### config.mk
export PLATFORM = sky130hd
export DESIGN_NAME = debounced_button_midi_events
export DESIGN_NICKNAME = d
export VERILOG_FILES = /design/src/hw/rtl/dmb_pkg.sv /design/src/hw/rtl/dmb_cfg_regs.sv /design/src/hw/rtl/dmb_core.sv /design/src/hw/rtl/debounced_button_midi_events.sv
export SDC_FILE = /design/constraint.sdc
export NUM_CORES = 1
export LEC_CHECK = 0
export ABC_AREA = 1
export ABC_CLOCK_PERIOD_IN_PS = 9500
export BUFFER_PORTS_ARGS = -buffer_cell sky130_fd_sc_hd__buf_2
export CORE_MARGIN = 1.5
export CORE_UTILIZATION = 49
export DETAILED_ROUTE_END_ITERATION = 6
export MAX_ROUTING_LAYER = met4
export PLACE_DENSITY = 0.68
export RECOVER_POWER = 50
export SLEW_MARGIN = 20
export SYNTH_ARGS = -nofsm -noshare
export SYNTH_HDL_FRONTEND = slang
export SYNTH_HIERARCHICAL = 1
export SYNTH_SLANG_ARGS = --single-unit
export TNS_END_PERCENT = 30
### constraint.sdc
create_clock -name clk_i -period 9.5 [get_ports clk_i]
set_clock_uncertainty 0.15 [all_clocks]
set_input_delay 2.85 -clock clk_i [delete_from_list [all_inputs] [get_ports clk_i]]
set_output_delay 2.85 -clock clk_i [all_outputs]
set_load 0.01 [all_outputs]
### src/hw/rtl/dmb_pkg.sv
// ----------------------------------------------------------------------------
// dmb_pkg
// Shared types and constants for the debounced button MIDI event block.
// ----------------------------------------------------------------------------
package dmb_pkg;

  // Default number of buttons served
  localparam int unsigned ButtonCountDef = 16;

  // Configuration port geometry: 64-bit registers at 8-byte spacing
  localparam int unsigned CfgDataW = 64;
  localparam int unsigned CfgAddrW = 6;

  // Debounce history patterns (bit 7 always forced)
  localparam logic [7:0] HistForce = 8'h80;
  localparam logic [7:0] HistHigh  = 8'hFF;

  // Register indexes
  typedef enum logic [2:0] {
    REG_LATCHING_MASK  = 3'd0,
    REG_PC_MASK        = 3'd1,
    REG_NUMBERS_LOW    = 3'd2,
    REG_NUMBERS_HIGH   = 3'd3,
    REG_VELOCITY_ON    = 3'd4,
    REG_VELOCITY_OFF   = 3'd5,
    REG_ID_REPORT      = 3'd6
  } reg_e;

  // MIDI message kinds
  typedef enum logic [1:0] {
    KIND_NOTE_ON      = 2'd0,
    KIND_NOTE_OFF     = 2'd1,
    KIND_PROG_CHANGE  = 2'd2
  } kind_e;

  // Input transaction
  typedef struct packed {
    logic [3:0] button_index;
    logic       raw_level;
  } dmb_in_t;

  // Output transaction
  typedef struct packed {
    kind_e      message_kind;
    logic [6:0] midi_number;
    logic [6:0] velocity;
    logic [3:0] source_button;
    logic       report_id;
  } dmb_out_t;

  // Register file contents seen by the event logic
  typedef struct packed {
    logic [15:0] latching_mask;
    logic [15:0] program_change_mask;
    logic [62:0] numbers_low;
    logic [62:0] numbers_high;
    logic [6:0]  velocity_on_value;
    logic [6:0]  velocity_off_value;
    logic        id_report_enable;
  } dmb_cfg_t;

  // Event logic result toward the output register
  typedef struct packed {
    logic     valid;
    dmb_out_t item;
  } dmb_res_t;

endpackage

### src/hw/rtl/dmb_cfg_regs.sv
// ----------------------------------------------------------------------------
// dmb_cfg_regs
// APB-style configuration registers for the button event block.
// ----------------------------------------------------------------------------
module dmb_cfg_regs (
  input  logic                          clk_i,
  input  logic                          rst_ni,
  input  logic                          psel,
  input  logic                          penable,
  input  logic                          pwrite,
  input  logic [dmb_pkg::CfgAddrW-1:0]  paddr,
  input  logic [dmb_pkg::CfgDataW-1:0]  pwdata,
  output logic [dmb_pkg::CfgDataW-1:0]  prdata,
  output logic                          pready,
  output dmb_pkg::dmb_cfg_t             cfg_o
);
  import dmb_pkg::*;

  // Register values after reset: velocity-on full scale, all else zero
  localparam dmb_cfg_t CfgReset = '{
    latching_mask:       16'd0,
    program_change_mask: 16'd0,
    numbers_low:         63'd0,
    numbers_high:        63'd0,
    velocity_on_value:   7'd127,
    velocity_off_value:  7'd0,
    id_report_enable:    1'b0
  };

  dmb_cfg_t cfg_q, cfg_d;
  logic     wr_en;
  reg_e     reg_sel;

  assign pready  = 1'b1;
  assign wr_en   = psel && penable && pwrite;
  assign reg_sel = reg_e'(paddr[CfgAddrW-1:3]);

  // Write decode
  always_comb begin
    cfg_d = cfg_q;
    if (wr_en) begin
      unique case (reg_sel)
        REG_LATCHING_MASK: cfg_d.latching_mask       = pwdata[15:0];
        REG_PC_MASK:       cfg_d.program_change_mask = pwdata[15:0];
        REG_NUMBERS_LOW:   cfg_d.numbers_low         = pwdata[62:0];
        REG_NUMBERS_HIGH:  cfg_d.numbers_high        = pwdata[62:0];
        REG_VELOCITY_ON:   cfg_d.velocity_on_value   = pwdata[6:0];
        REG_VELOCITY_OFF:  cfg_d.velocity_off_value  = pwdata[6:0];
        REG_ID_REPORT:     cfg_d.id_report_enable    = pwdata[0];
        default: ;
      endcase
    end
  end

  // Read decode
  always_comb begin
    unique case (reg_sel)
      REG_LATCHING_MASK: prdata = {48'b0, cfg_q.latching_mask};
      REG_PC_MASK:       prdata = {48'b0, cfg_q.program_change_mask};
      REG_NUMBERS_LOW:   prdata = {1'b0, cfg_q.numbers_low};
      REG_NUMBERS_HIGH:  prdata = {1'b0, cfg_q.numbers_high};
      REG_VELOCITY_ON:   prdata = {57'b0, cfg_q.velocity_on_value};
      REG_VELOCITY_OFF:  prdata = {57'b0, cfg_q.velocity_off_value};
      REG_ID_REPORT:     prdata = {63'b0, cfg_q.id_report_enable};
      default:           prdata = '0;
    endcase
  end

  always_ff @(posedge clk_i or negedge rst_ni) begin
    if (!rst_ni) begin
      cfg_q <= CfgReset;
    end else begin
      cfg_q <= cfg_d;
    end
  end

  assign cfg_o = cfg_q;

endmodule

### src/hw/rtl/dmb_core.sv
// ----------------------------------------------------------------------------
// dmb_core
// Per-button debounce history, press and level state, and MIDI event logic.
// ----------------------------------------------------------------------------
module dmb_core #(
  parameter int unsigned BUTTON_COUNT = dmb_pkg::ButtonCountDef
) (
  input  logic              clk_i,
  input  logic              rst_ni,
  input  logic              go_i,
  input  dmb_pkg::dmb_in_t  item_i,
  input  dmb_pkg::dmb_cfg_t cfg_i,
  output dmb_pkg::dmb_res_t res_o
);
  import dmb_pkg::*;

  localparam int unsigned IdxW = (BUTTON_COUNT > 1) ? $clog2(BUTTON_COUNT) : 1;

  logic [7:0] hist_q    [BUTTON_COUNT];
  logic       pressed_q [BUTTON_COUNT];
  logic       last_q    [BUTTON_COUNT];

  logic [IdxW-1:0] ix;
  logic [3:0]      bi;
  logic            lvl;
  logic            in_range;
  logic [7:0]      hist_old;
  logic [7:0]      hist_new;
  logic            pressed_old;
  logic            pressed_nx;
  logic            last_old;
  logic            deb;
  logic            latch;
  logic            pc;
  logic            emit;
  kind_e           kind;
  logic [62:0]     word;
  logic [6:0]      vel;

  assign bi       = item_i.button_index;
  assign lvl      = item_i.raw_level;
  assign ix       = bi[IdxW-1:0];
  assign in_range = (5'(bi) < 5'(BUTTON_COUNT));

  assign hist_old    = hist_q[ix];
  assign pressed_old = pressed_q[ix];
  assign last_old    = last_q[ix];

  // Shift in the new sample, force the top bit
  assign hist_new = {1'b1, hist_old[5:0], lvl};
  assign deb      = (hist_new == HistForce) || (hist_new == HistHigh);

  assign latch = cfg_i.latching_mask[bi];
  assign pc    = cfg_i.program_change_mask[bi];

  // Momentary / latching handling
  always_comb begin
    emit       = 1'b0;
    kind       = KIND_NOTE_ON;
    pressed_nx = pressed_old;
    if (latch) begin
      if (lvl && !last_old) begin
        emit       = 1'b1;
        kind       = pressed_old ? KIND_NOTE_OFF : KIND_NOTE_ON;
        pressed_nx = !pressed_old;
      end
    end else if (lvl) begin
      if (!pressed_old) begin
        emit       = 1'b1;
        pressed_nx = 1'b1;
        kind       = pc ? KIND_PROG_CHANGE : KIND_NOTE_ON;
      end
    end else if (pressed_old) begin
      emit       = !pc;
      kind       = KIND_NOTE_OFF;
      pressed_nx = 1'b0;
    end
  end

  // Velocity per kind
  always_comb begin
    case (kind)
      KIND_NOTE_ON:  vel = cfg_i.velocity_on_value;
      KIND_NOTE_OFF: vel = cfg_i.velocity_off_value;
      default:       vel = 7'd0;
    endcase
  end

  // Number byte lookup, bit 7 of each byte dropped
  assign word = bi[3] ? cfg_i.numbers_high : cfg_i.numbers_low;

  always_comb begin
    res_o                    = '0;
    res_o.valid              = in_range && deb && emit;
    res_o.item.message_kind  = kind;
    res_o.item.midi_number   = word[{bi[2:0], 3'b000} +: 7];
    res_o.item.velocity      = vel;
    res_o.item.source_button = bi;
    res_o.item.report_id     = cfg_i.id_report_enable;
  end

  // State update as the item passes
  always_ff @(posedge clk_i or negedge rst_ni) begin
    if (!rst_ni) begin
      for (int i = 0; i < BUTTON_COUNT; i++) begin
        hist_q[i]    <= '0;
        pressed_q[i] <= 1'b0;
        last_q[i]    <= 1'b0;
      end
    end else if (go_i && in_range) begin
      hist_q[ix] <= hist_new;
      if (deb) begin
        pressed_q[ix] <= pressed_nx;
        last_q[ix]    <= lvl;
      end
    end
  end

`ifndef SYNTHESIS
  // Program change never carries a velocity
  a_pc_vel_zero: assert property (@(posedge clk_i) disable iff (!rst_ni)
    res_o.valid && (res_o.item.message_kind == KIND_PROG_CHANGE) |->
      (res_o.item.velocity == 7'd0))
    else $error("program change with nonzero velocity");

  // No event without a debounced sample
  a_event_needs_deb: assert property (@(posedge clk_i) disable iff (!rst_ni)
    res_o.valid |-> deb && in_range)
    else $error("event without debounced sample");
`endif

endmodule

### src/hw/rtl/debounced_button_midi_events.sv
// ----------------------------------------------------------------------------
// debounced_button_midi_events
// Debounces raw button samples and turns them into MIDI note/program events.
// ----------------------------------------------------------------------------
// Usage:
//   Input channel (in_valid_i / in_stall_o / in_item_i) takes one raw sample
//   per transaction: button index and level. Each sample is shifted into
//   that button's 8-bit history; seven equal samples in a row debounce it.
//   Output channel (out_valid_o / out_stall_i / out_item_o) carries at most
//   one MIDI event per sample: kind, number, velocity, button, ID flag.
//   An event moves from the input register to the result register when
//   the result register is free, and the receiver takes it from there.
//   Throughput: one sample per cycle unless the receiver stalls, set by
//   the per-button read-modify-write of the history and press flags
//   between the registers. When the receiver stalls, the result register
//   holds its event and the input register holds the next sample;
//   in_stall_o rises only while both are full. Samples that cause no
//   event pass with no output.
//   Configuration is written through the APB-style port, by the user only
//   while idle; the block does not enforce it. Registers sit at byte 8*i.
//   Reset clears all button histories and flags; the first 0 sample after
//   reset debounces silently. Velocity-on resets to 127, others to 0.
// ----------------------------------------------------------------------------
module debounced_button_midi_events #(
  parameter int unsigned BUTTON_COUNT = dmb_pkg::ButtonCountDef
) (
  input  logic                          clk_i,
  input  logic                          rst_ni,
  input  logic                          in_valid_i,
  output logic                          in_stall_o,
  input  dmb_pkg::dmb_in_t              in_item_i,
  output logic                          out_valid_o,
  input  logic                          out_stall_i,
  output dmb_pkg::dmb_out_t             out_item_o,
  input  logic                          psel,
  input  logic                          penable,
  input  logic                          pwrite,
  input  logic [dmb_pkg::CfgAddrW-1:0]  paddr,
  input  logic [dmb_pkg::CfgDataW-1:0]  pwdata,
  output logic [dmb_pkg::CfgDataW-1:0]  prdata,
  output logic                          pready
);
  import dmb_pkg::*;

  dmb_cfg_t cfg;
  dmb_res_t res;

  logic     s1_valid_q, s1_valid_d;
  dmb_in_t  s1_item_q;
  logic     out_valid_q, out_valid_d;
  dmb_out_t out_q;
  logic     out_free;
  logic     advance;
  logic     in_take;

  // Configuration registers
  dmb_cfg_regs u_cfg (
    .clk_i   (clk_i),
    .rst_ni  (rst_ni),
    .psel    (psel),
    .penable (penable),
    .pwrite  (pwrite),
    .paddr   (paddr),
    .pwdata  (pwdata),
    .prdata  (prdata),
    .pready  (pready),
    .cfg_o   (cfg)
  );

  // Event logic and per-button state
  dmb_core #(
    .BUTTON_COUNT (BUTTON_COUNT)
  ) u_core (
    .clk_i  (clk_i),
    .rst_ni (rst_ni),
    .go_i   (advance),
    .item_i (s1_item_q),
    .cfg_i  (cfg),
    .res_o  (res)
  );

  // Pipeline flow control
  assign out_free   = !out_valid_q || !out_stall_i;
  assign advance    = s1_valid_q && out_free;
  assign in_stall_o = s1_valid_q && !out_free;
  assign in_take    = in_valid_i && !in_stall_o;

  always_comb begin
    s1_valid_d = s1_valid_q;
    if (in_take) begin
      s1_valid_d = 1'b1;
    end else if (advance) begin
      s1_valid_d = 1'b0;
    end
  end

  always_comb begin
    out_valid_d = out_valid_q;
    if (advance) begin
      out_valid_d = res.valid;
    end else if (!out_stall_i) begin
      out_valid_d = 1'b0;
    end
  end

  // Control registers
  always_ff @(posedge clk_i or negedge rst_ni) begin
    if (!rst_ni) begin
      s1_valid_q  <= 1'b0;
      out_valid_q <= 1'b0;
    end else begin
      s1_valid_q  <= s1_valid_d;
      out_valid_q <= out_valid_d;
    end
  end

  // Payload registers
  always_ff @(posedge clk_i) begin
    if (in_take) begin
      s1_item_q <= in_item_i;
    end
    if (advance && res.valid) begin
      out_q <= res.item;
    end
  end

  assign out_valid_o = out_valid_q;
  assign out_item_o  = out_q;

`ifndef SYNTHESIS
  // Input stalls only while a sample waits in the input register
  a_stall_busy: assert property (@(posedge clk_i) disable iff (!rst_ni)
    in_stall_o |-> s1_valid_q)
    else $error("input stalled with empty input register");

  // A waiting sample is not dropped while the output is held
  a_s1_kept: assert property (@(posedge clk_i) disable iff (!rst_ni)
    s1_valid_q && out_valid_q && out_stall_i |=> s1_valid_q && $stable(s1_item_q))
    else $error("sample lost under output stall");

  // A held result is not overwritten by a passing sample
  a_out_kept: assert property (@(posedge clk_i) disable iff (!rst_ni)
    out_valid_q && out_stall_i |-> !advance)
    else $error("result register overwritten while held");
`endif

endmodule

==> impl_summary.txt, run 1 <==
----------------------------------------------------
[Final layout]
  Synth-to-Final Area Change ... 11.8%
  Proportion of layout cells with a drive suffix above 1 ... 0.107
  Final Cell Area ... 0.0181 sq mm
  Layout Nets ... around 2.2k
  Layout filler cell count ... 3131

[STA]
  Final Critical Period ... 8.42 ns
  Setup repair after global routing missed its margin ... false
  Final setup violation count ... 0
  Worst hold slack ... 0.322 ns
  Relative slew slack ... -2.56
  Final critical-path setup slack ... between 1 and 1.5 ns
  Fin. Hold Viols ... 0
  Final worst path period share ... 0.886
  Sum Neg Setup Slack ... 0 ns
  Worst-margin pin slew ... 5.35 ns
  Final-report max-slew violation count ... 261
  Max Clock Freq ... between 0.1 and 0.15 GHz

[Clocking]
  CTS H-tree lvls ... 2
  Clock sinks ... 329
  Clk buf depth ... 3
  Clock transition at the registers of the reported paths ... ~0.060 ns
  Cell at the root of the clock tree ... sky130_fd_sc_hd__clkbuf_16
  Number of buffers inserted to repair setup after CTS ... 0
  Count of cells resized by post-cts repair ... 0
  CTS Buf Count ... 36
  Clock tree from TritonCTS ... done
  Later-pin clock latency in the skew report ... 0.51 ns
  Number of buffers inserted for hold repair after clock tree synthesis ... 0

[Pwr]
  Lkg Pwr ... ~9 nW
  Power Total ... 4.07 mW
  Total power density per cell area ... 225 mW/mm^2
  Worst ir drop on vdd ... approximately 0.00011 V

[Global route]
  Number of antenna violations at the first check in global routing ... 2
  Via count of the first global-routing pass ... 13.4k
  Remaining global-route overflow ... 0
  Global routing usage summed across all routing layers ... 0.279
  Maximum number of pins on one net before global-route repair ... between 100 and 150
  First-pass GRT wire length ... just over 70000 um

[Floorplan]
  Die width ... ~180 um
  Number of rows created at floorplan ... 66
  Placeable Area ... 0.0325 sq mm
  Die footprint ... 0.0341 sq mm
  Number of top-level pins ... 170
  Effective utilization at floorplan ... 0.497
  Vert. Die Dim ... ~180 um

[Critical path]
  Standard cell with the maximum stage delay on the critical path ... sky130_fd_sc_hd__clkinvlp_2
  CP required ... 6.50 ns
  Launch point of the critical path ... paddr[4]
  Setup crit start kind ... input pin
  Worst path top cell family by delay ... buffers and inverters
  Combined buffer and inverter count along the critical path ... 4
  Sort of element at the end of the critical path ... output port
  CP cell instances ... buf_2, clkinvlp_2, nor3_4, buf_4, nand2_1, nand2_1, buf_2
  Reg-to-Reg Start ... s1_item_q[1]$_DFFE_PP_
  Type of the worst setup path ... input pin to output port
  CP arrival ... about 5.4 ns
  Highest cell delay on the worst timing path ... ~0.79 ns
  Highest fanout seen on the critical path ... 48

[Yosys]
  Post-Synthesis Cells ... 2077
  Net count after synthesis ... around 2.2k
  Combined area of all synthesized cells ... 0.0162 sq mm
  Syn Area/Cell ... 7.78 sq um
  Register bit count reported by yosys ... 329
  Syn. warnings ... 6
  Number of different library cells in the post-synthesis netlist ... 35
  Share of the yosys chip area belonging to registers ... 0.518

[Route]
  Detail-routed via count per cell ... 5.43
  Final ANT Viol Nets ... 0
  Routed wire length per instance ... 17.2 um
  Aggregate routed wire length ... 45300 um
  Iteration-0 DRC count of the detailed router ... 1321
  Count of TritonRoute iterations in the first routing pass ... 5
  DRC viols ... 0
  Via count ... 14.3k

[Place]
  Pre-CTS setup slack ... 1.52 ns
  Detailed placer's ending HPWL ... 29600 um
  Final weighted congestion in routability-driven placement ... 0.887
  Instance area at placement ... 0.0170 sq mm
  Port-buffer cells ... 163

[Job]
  Number of maximum-capacitance constraint violations ... 5

[Hold path]
  Path type of the worst min-delay path ... flop to flop
  Launch instance of the worst min-delay path ... u_core/last_q[5]$_DFFE_PN0P_

[Status]
  Violations in the final reports ... max-capacitance violations, max-slew violations
  Status ... complete, but fails checks

----------------------------------------------------
[cell usage in the layout, fill, tap and decap left out, types with 3 or more instances in the layout]
cell / n
sky130_fd_sc_hd__nand2_1: 830
sky130_fd_sc_hd__dfrtp_1: 296
sky130_fd_sc_hd__o21ai_0: 165
sky130_fd_sc_hd__buf_2: 139
sky130_fd_sc_hd__inv_1: 119
sky130_fd_sc_hd__nor2_1: 112
sky130_fd_sc_hd__nand3_1: 99
sky130_fd_sc_hd__a21oi_1: 90
sky130_fd_sc_hd__o21ai_1: 55
sky130_fd_sc_hd__nand4_1: 50
sky130_fd_sc_hd__clkbuf_1: 44
sky130_fd_sc_hd__clkbuf_16: 37
sky130_fd_sc_hd__edfxtp_1: 26
sky130_fd_sc_hd__a22o_1: 22
sky130_fd_sc_hd__a22oi_1: 19
sky130_fd_sc_hd__buf_4: 12
sky130_fd_sc_hd__nor2_4: 9
sky130_fd_sc_hd__o22ai_1: 8
sky130_fd_sc_hd__dfstp_2: 7
sky130_fd_sc_hd__clkbuf_8: 6
sky130_fd_sc_hd__inv_2: 5
sky130_fd_sc_hd__a221oi_1: 5
sky130_fd_sc_hd__nor2_2: 4
sky130_fd_sc_hd__a31oi_1: 4
sky130_fd_sc_hd__nand2_2: 3
sky130_fd_sc_hd__nand2_4: 3
[path summary, 6_finish.rpt]
path | to | slack, ns | cells past startpoint
max in group asynchronous | u_cfg/cfg_o[118]$_DFFE_PN0P_ | 2.06 | 2
min in group asynchronous | u_cfg/cfg_o[5]$_DFFE_PN0P_ | 4.13 | 1
worst min-delay path | u_core/last_q[5]$_DFFE_PN0P_ | 0.32 | 2
worst max register to register | out_item_o[19]$_DFFE_PP_ | 1.86 | 18
worst max-delay path | prdata[59] | 1.08 | 7
worst min register to register | u_core/last_q[5]$_DFFE_PN0P_ | 0.32 | 2
[registers in the layout (all words and copies together), names as in the netlist]
signal            count
out_item_o           21
out_valid_o           1
s1_item_q             5
s1_valid_q            1
u_cfg/cfg_o         173
u_core/hist_q        96
u_core/last_q        16
u_core/pressed_q     16
[cell type report]
class,instances,area (sq um),share of cell area
repair buffers,181,913,0.0506
well taps,442,553,0.0306
clock buffers,59,1070,0.0592
flip-flops and latches,329,8370,0.463
diodes,2,5.00,0.000277
multi-input cells,1487,6600,0.366
inverters,126,474,0.0263
clock inverters,5,73.8,0.00409
[per-stage QoR]
stage / util / std cells
floorplan: - / 2077
global placement: 0.521 / 2565
detailed placement: 0.521 / 2565
CTS: 0.557 / 2629
global route: 0.555 / 2631
finish: 0.555 / 2631
[power by group]
part | switching (mW) | internal, mW
Clock | 0.542 | 0.820
Combinational | 0.483 | 0.277
Sequential | 0.211 | 1.74
Total | 1.24 | 2.83
[routing by layer]
metal  part of all wire  global-route usage  wire, um  vias up
met2               0.46               0.432     20900      550
li1                   -                   -         -     6889
met4              0.021              0.0751       962        0
met3              0.076              0.0447      3440       65
met5                  0                   -         0        -
met1               0.44               0.381     20000     6781
[tightest hold or removal path, cell delays in order (launching register included)]
cell	delay, ns
sky130_fd_sc_hd__dfrtp_1	0.34
sky130_fd_sc_hd__nand2_1	0.06
sky130_fd_sc_hd__nand2_1	0.05
[Yosys cell counts (all sizes together)]
master / instances / area (sq um)
nor2: 125 / 534
nor3: 2 / 21.3
a22oi: 19 / 143
nand3: 100 / 505
a31oi: 4 / 25.0
conb: 2 / 7.51
inv: 125 / 474
a22o: 22 / 193
o22ai: 8 / 50.1
a221oi: 5 / 43.8
edfxtp: 26 / 781
a21oi: 90 / 450
dfstp: 7 / 184
ha: 1 / 12.5
clkbuf: 44 / 165
nand2: 836 / 3160
a211oi: 2 / 15.0
clkinv: 1 / 3.75
nand4: 50 / 313
buf: 91 / 564
dfrtp: 296 / 7410
o21ai: 221 / 1110
[kinds of logic (layout without fill, tap and decap cells)]
family	after synthesis	count (layout)	synth area share
compound gates	371	371	0.126
fa+ha+maj	1	1	0.000774
buf+inv	261	371	0.0747
flops	329	329	0.518
other cells	2	4	0.000465
simple gates	1113	1113	0.280
Power figures use the tool's default switching activity.
==> inputs of run 2 (changes only) <==
- ABC_AREA: 1 -> not set
- PLACE_DENSITY: 0.68 -> 0.73
- TNS_END_PERCENT: 30 -> not set
==> impl_summary.txt, run 2 <==
----------------------------------------------------
[Status]
  Violations in the final reports ... max-capacitance violations, max-slew violations
  Status ... complete, but fails checks

[Place]
  Final weighted congestion in routability-driven placement ... 0.796 (-10%)
  Pre-CTS setup slack ... 1.75 ns (+0.223 ns)
  Instance area at placement ... 0.0174 sq mm (+2.8%)
  Detailed placer's ending HPWL ... 25700 um (-13%)
  Port-buffer cells ... 163 (unchanged)

[Pwr]
  Total power density per cell area ... 229 mW/mm^2 (+1.9%)
  Worst ir drop on vdd ... 0.000153 V (+41%)
  Lkg Pwr ... 8.33 nW (-9.6%)

[Critical path]
  Sort of element at the end of the critical path ... output port
  Setup crit start kind ... input pin
  CP arrival ... 4.77 ns (-0.65 ns)
  Highest fanout seen on the critical path ... 27 (-44%)
  CP required ... 6.50 ns (about the same)
  Type of the worst setup path ... input pin to output port
  Reg2reg path depth ... 12 (-6)

[STA]
  Final worst path period share ... 0.818 (-0.0680)
  Setup repair after global routing missed its margin ... false
  Worst-margin pin slew ... 4.75 ns (-0.592 ns)
  Final setup violation count ... 0 (unchanged)
  Worst hold slack ... 0.339 ns (+0.0167 ns)
  Max Clock Freq ... 0.129 GHz (+8.3%)
  Relative slew slack ... -2.17 (+0.394)
  Fin. Hold Viols ... 0 (unchanged)
  Final Critical Period ... 7.77 ns (-0.646 ns)
  Final critical-path setup slack ... 1.73 ns (+0.646 ns)
  Sum Neg Setup Slack ... 0 ns (unchanged)
  Final-report max-slew violation count ... 279 (+6.9%)

[Clocking]
  Clock sinks ... 329 (unchanged)
  CTS Buf Count ... 36 (unchanged)
  Clock transition at the registers of the reported paths ... 0.06 ns (about the same)
  Number of buffers inserted to repair setup after CTS ... 0 (unchanged)
  Later-pin clock latency in the skew report ... 0.53 ns (+0.02 ns)
  Number of buffers inserted for hold repair after clock tree synthesis ... 0 (unchanged)
  Cell at the root of the clock tree ... sky130_fd_sc_hd__clkbuf_16
  Count of cells resized by post-cts repair ... 0 (unchanged)
  Clock tree from TritonCTS ... done
  CTS H-tree lvls ... 2 (unchanged)
  Clk buf depth ... 3 (unchanged)

[Final layout]
  Layout filler cell count ... 2692 (-14%)
  Proportion of layout cells with a drive suffix above 1 ... 0.431 (+0.324)
  Final Cell Area ... 0.0186 sq mm (+2.9%)
  Leading cell types in the layout, fill and taps excluded ... 296 x sky130_fd_sc_hd__dfrtp_1, 264 x sky130_fd_sc_hd__mux2_2, 138 x sky130_fd_sc_hd__buf_2
  Synth-to-Final Area Change ... 13.7%
  Max FFs per register ... 173 (unchanged)
  Layout Nets ... 1390 (-38%)
  Leading cell type in the layout, fill and taps excluded ... sky130_fd_sc_hd__dfrtp_1

[Floorplan]
  Vert. Die Dim ... 186 um (+0.56%)
  Number of top-level pins ... 170 (unchanged)
  Die width ... 186 um (+0.56%)
  Number of rows created at floorplan ... 66 (unchanged)
  Effective utilization at floorplan ... 0.500 (+0.00312)
  Placeable Area ... 0.0327 sq mm (+0.51%)
  Die footprint ... 0.0345 sq mm (+1.1%)

[Global route]
  Global routing usage summed across all routing layers ... 0.239 (-0.0397)
  Remaining global-route overflow ... 0 (unchanged)
  Number of antenna violations at the first check in global routing ... 7 (+5)
  First-pass GRT wire length ... 61200 um (-16%)
  Maximum number of pins on one net before global-route repair ... 89 (-20%)
  Via count of the first global-routing pass ... 10.8k (-19%)

[Yosys]
  Proportion of synthesized area in mux cells ... 0.352 (+0.352)
  Count leader, synth ... sky130_fd_sc_hd__dfrtp_1
  Count of flip-flops with a built-in enable after synthesis ... 26 (unchanged)
  Post-synthesis simple-gate area fraction ... 0.0626 (-0.218)
  Combined area of all synthesized cells ... 0.0163 sq mm (+1.1%)
  Async set-or-reset flop fraction in the synthesized netlist ... 0.921 (unchanged)
  Most common flop cell mapped by yosys ... sky130_fd_sc_hd__dfrtp_1
  Area share of xor/xnor cells in the synthesized design ... 0 (unchanged)
  Share of the yosys chip area belonging to registers ... 0.512 (-0.00583)
  Post-Synthesis Cells ... 1169 (-44%)
  Post-synthesis share of cell area spent on full adders, half adders and majority gates ... 0.000766 (-0.00000871)
  Number of different library cells in the post-synthesis netlist ... 46 (+31%)
  Fraction of synthesized cell area taken by the top area cell type ... 0.453 (-0.00516)
  Register bit count reported by yosys ... 329 (unchanged)
  Net count after synthesis ... 1252 (-42%)
  Cell taking the most area after synthesis ... sky130_fd_sc_hd__dfrtp_1
  Syn Area/Cell ... 14.0 sq um (+80%)
  Dominant combinational cell family by area after synthesis ... multiplexers
  List of most frequent post-synthesis cells ... 296 x sky130_fd_sc_hd__dfrtp_1, 264 x sky130_fd_sc_hd__mux2_2, 87 x sky130_fd_sc_hd__mux4_2
  Share of the synthesized area in compound gates (AO/OA/AOI/OAI) ... 0.0322 (-0.0934)
  Top cells by area, synth ... sky130_fd_sc_hd__dfrtp_1 45%, sky130_fd_sc_hd__mux2_2 18%, sky130_fd_sc_hd__mux4_2 12%
  Syn. warnings ... 6 (unchanged)

[Route]
  DRC viols ... 0 (unchanged)
  Highest metal used ... met4
  Final ANT Viol Nets ... 0 (unchanged)
  Total routed wire length on the met1 layer ... 15500 um (-22%)
  Detail-routed via count per cell ... 5.86 (+7.9%)
  Aggregate routed wire length ... 38700 um (-15%)
  Count of TritonRoute iterations in the first routing pass ... 6 (+1)
  Length of routed met2 wiring ... 19700 um (-6.1%)
  Met3 Wirelength ... 2370 um (-31%)
  Via count ... 10.4k (-27%)
  Iteration-0 DRC count of the detailed router ... 565 (-57%)
  Routed wire length per instance ... 21.7 um (+26%)

[Hold path]
  Hold Path Cell Cnt ... 0 (-2)
  Path type of the worst min-delay path ... flop to flop

[Job]
  Number of maximum-capacitance constraint violations ... 5 (unchanged)

----------------------------------------------------
## run 2: changes by cell type after synthesis, sizes merged, moves of 79 or more
cell / change
nand3: -94
a21oi: -87
mux2: +264
nand2: -789
o21ai: -195
mux2i: +79
mux4: +88
## run 2: cell type report
class                           count  area, sq um  area share
Tap cell                          442          553      0.0298
Multi-Input combinational cell    705         7340       0.395
Inverter                           48          180     0.00970
Antenna cell                        7         17.5    0.000943
Sequential cell                   329         8370       0.451
Clock buffer                       51         1040      0.0558
Timing Repair Buffer              187          928      0.0500
Clock inverter                     13          155     0.00835
## run 2: layer usage
layer	global-route usage	vias to the layer above
met1	0.297	5425
met3	0.0481	73
li1	-	4634
met4	0.0745	0
met5	-	-
met2	0.396	309
## run 2: critical path: stages
cell	delay, ns
sky130_fd_sc_hd__buf_2	0.33
sky130_fd_sc_hd__inv_1	0.35
sky130_fd_sc_hd__nand2_2	0.58
sky130_fd_sc_hd__buf_4	0.38
sky130_fd_sc_hd__nor2_1	0.09
sky130_fd_sc_hd__buf_2	0.14
## run 2: cell families after synthesis
group           count (synthesis)
simple gates                  195
flops                         329
mux                           431
buf+inv                       135
fa+ha+maj                       1
other cells                     2
compound gates                 76
## run 2: path summary, 6_finish.rpt
check / slack, ns / start / to
min reg2reg: 0.34 / u_cfg/cfg_o[0]$_DFFE_PN0P_ / out_item_o[0]$_DFFE_PP_
max in group asynchronous: 1.95 / rst_ni / u_core/hist_q[11]$_DFFE_PN0P_
max: 1.73 / paddr[5] / prdata[43]
min: 0.34 / u_cfg/cfg_o[0]$_DFFE_PN0P_ / out_item_o[0]$_DFFE_PP_
max reg2reg: 1.91 / s1_item_q[2]$_DFFE_PP_ / out_item_o[12]$_DFFE_PP_
min in group asynchronous: 3.89 / rst_ni / u_core/pressed_q[15]$_DFFE_PN0P_
## run 2: per-stage QoR
stage          utilization  cells  power, mW
5_1_grt              0.568   1782       4.47
2_1_floorplan            -   1169       2.58
3_3_place_gp         0.534   1711       2.83
3_5_place_dp         0.534   1711       2.88
6_report             0.568   1782       4.26
4_1_cts              0.570   1775       4.30
## run 2: power by group
part / switching (mW) / internal [mW] / leakage (nW)
combinational: 0.427 / 0.481 / 3.68
clock: 0.563 / 0.844 / 0.586
sequential: 0.199 / 1.75 / 4.06
total: 1.19 / 3.07 / 8.33
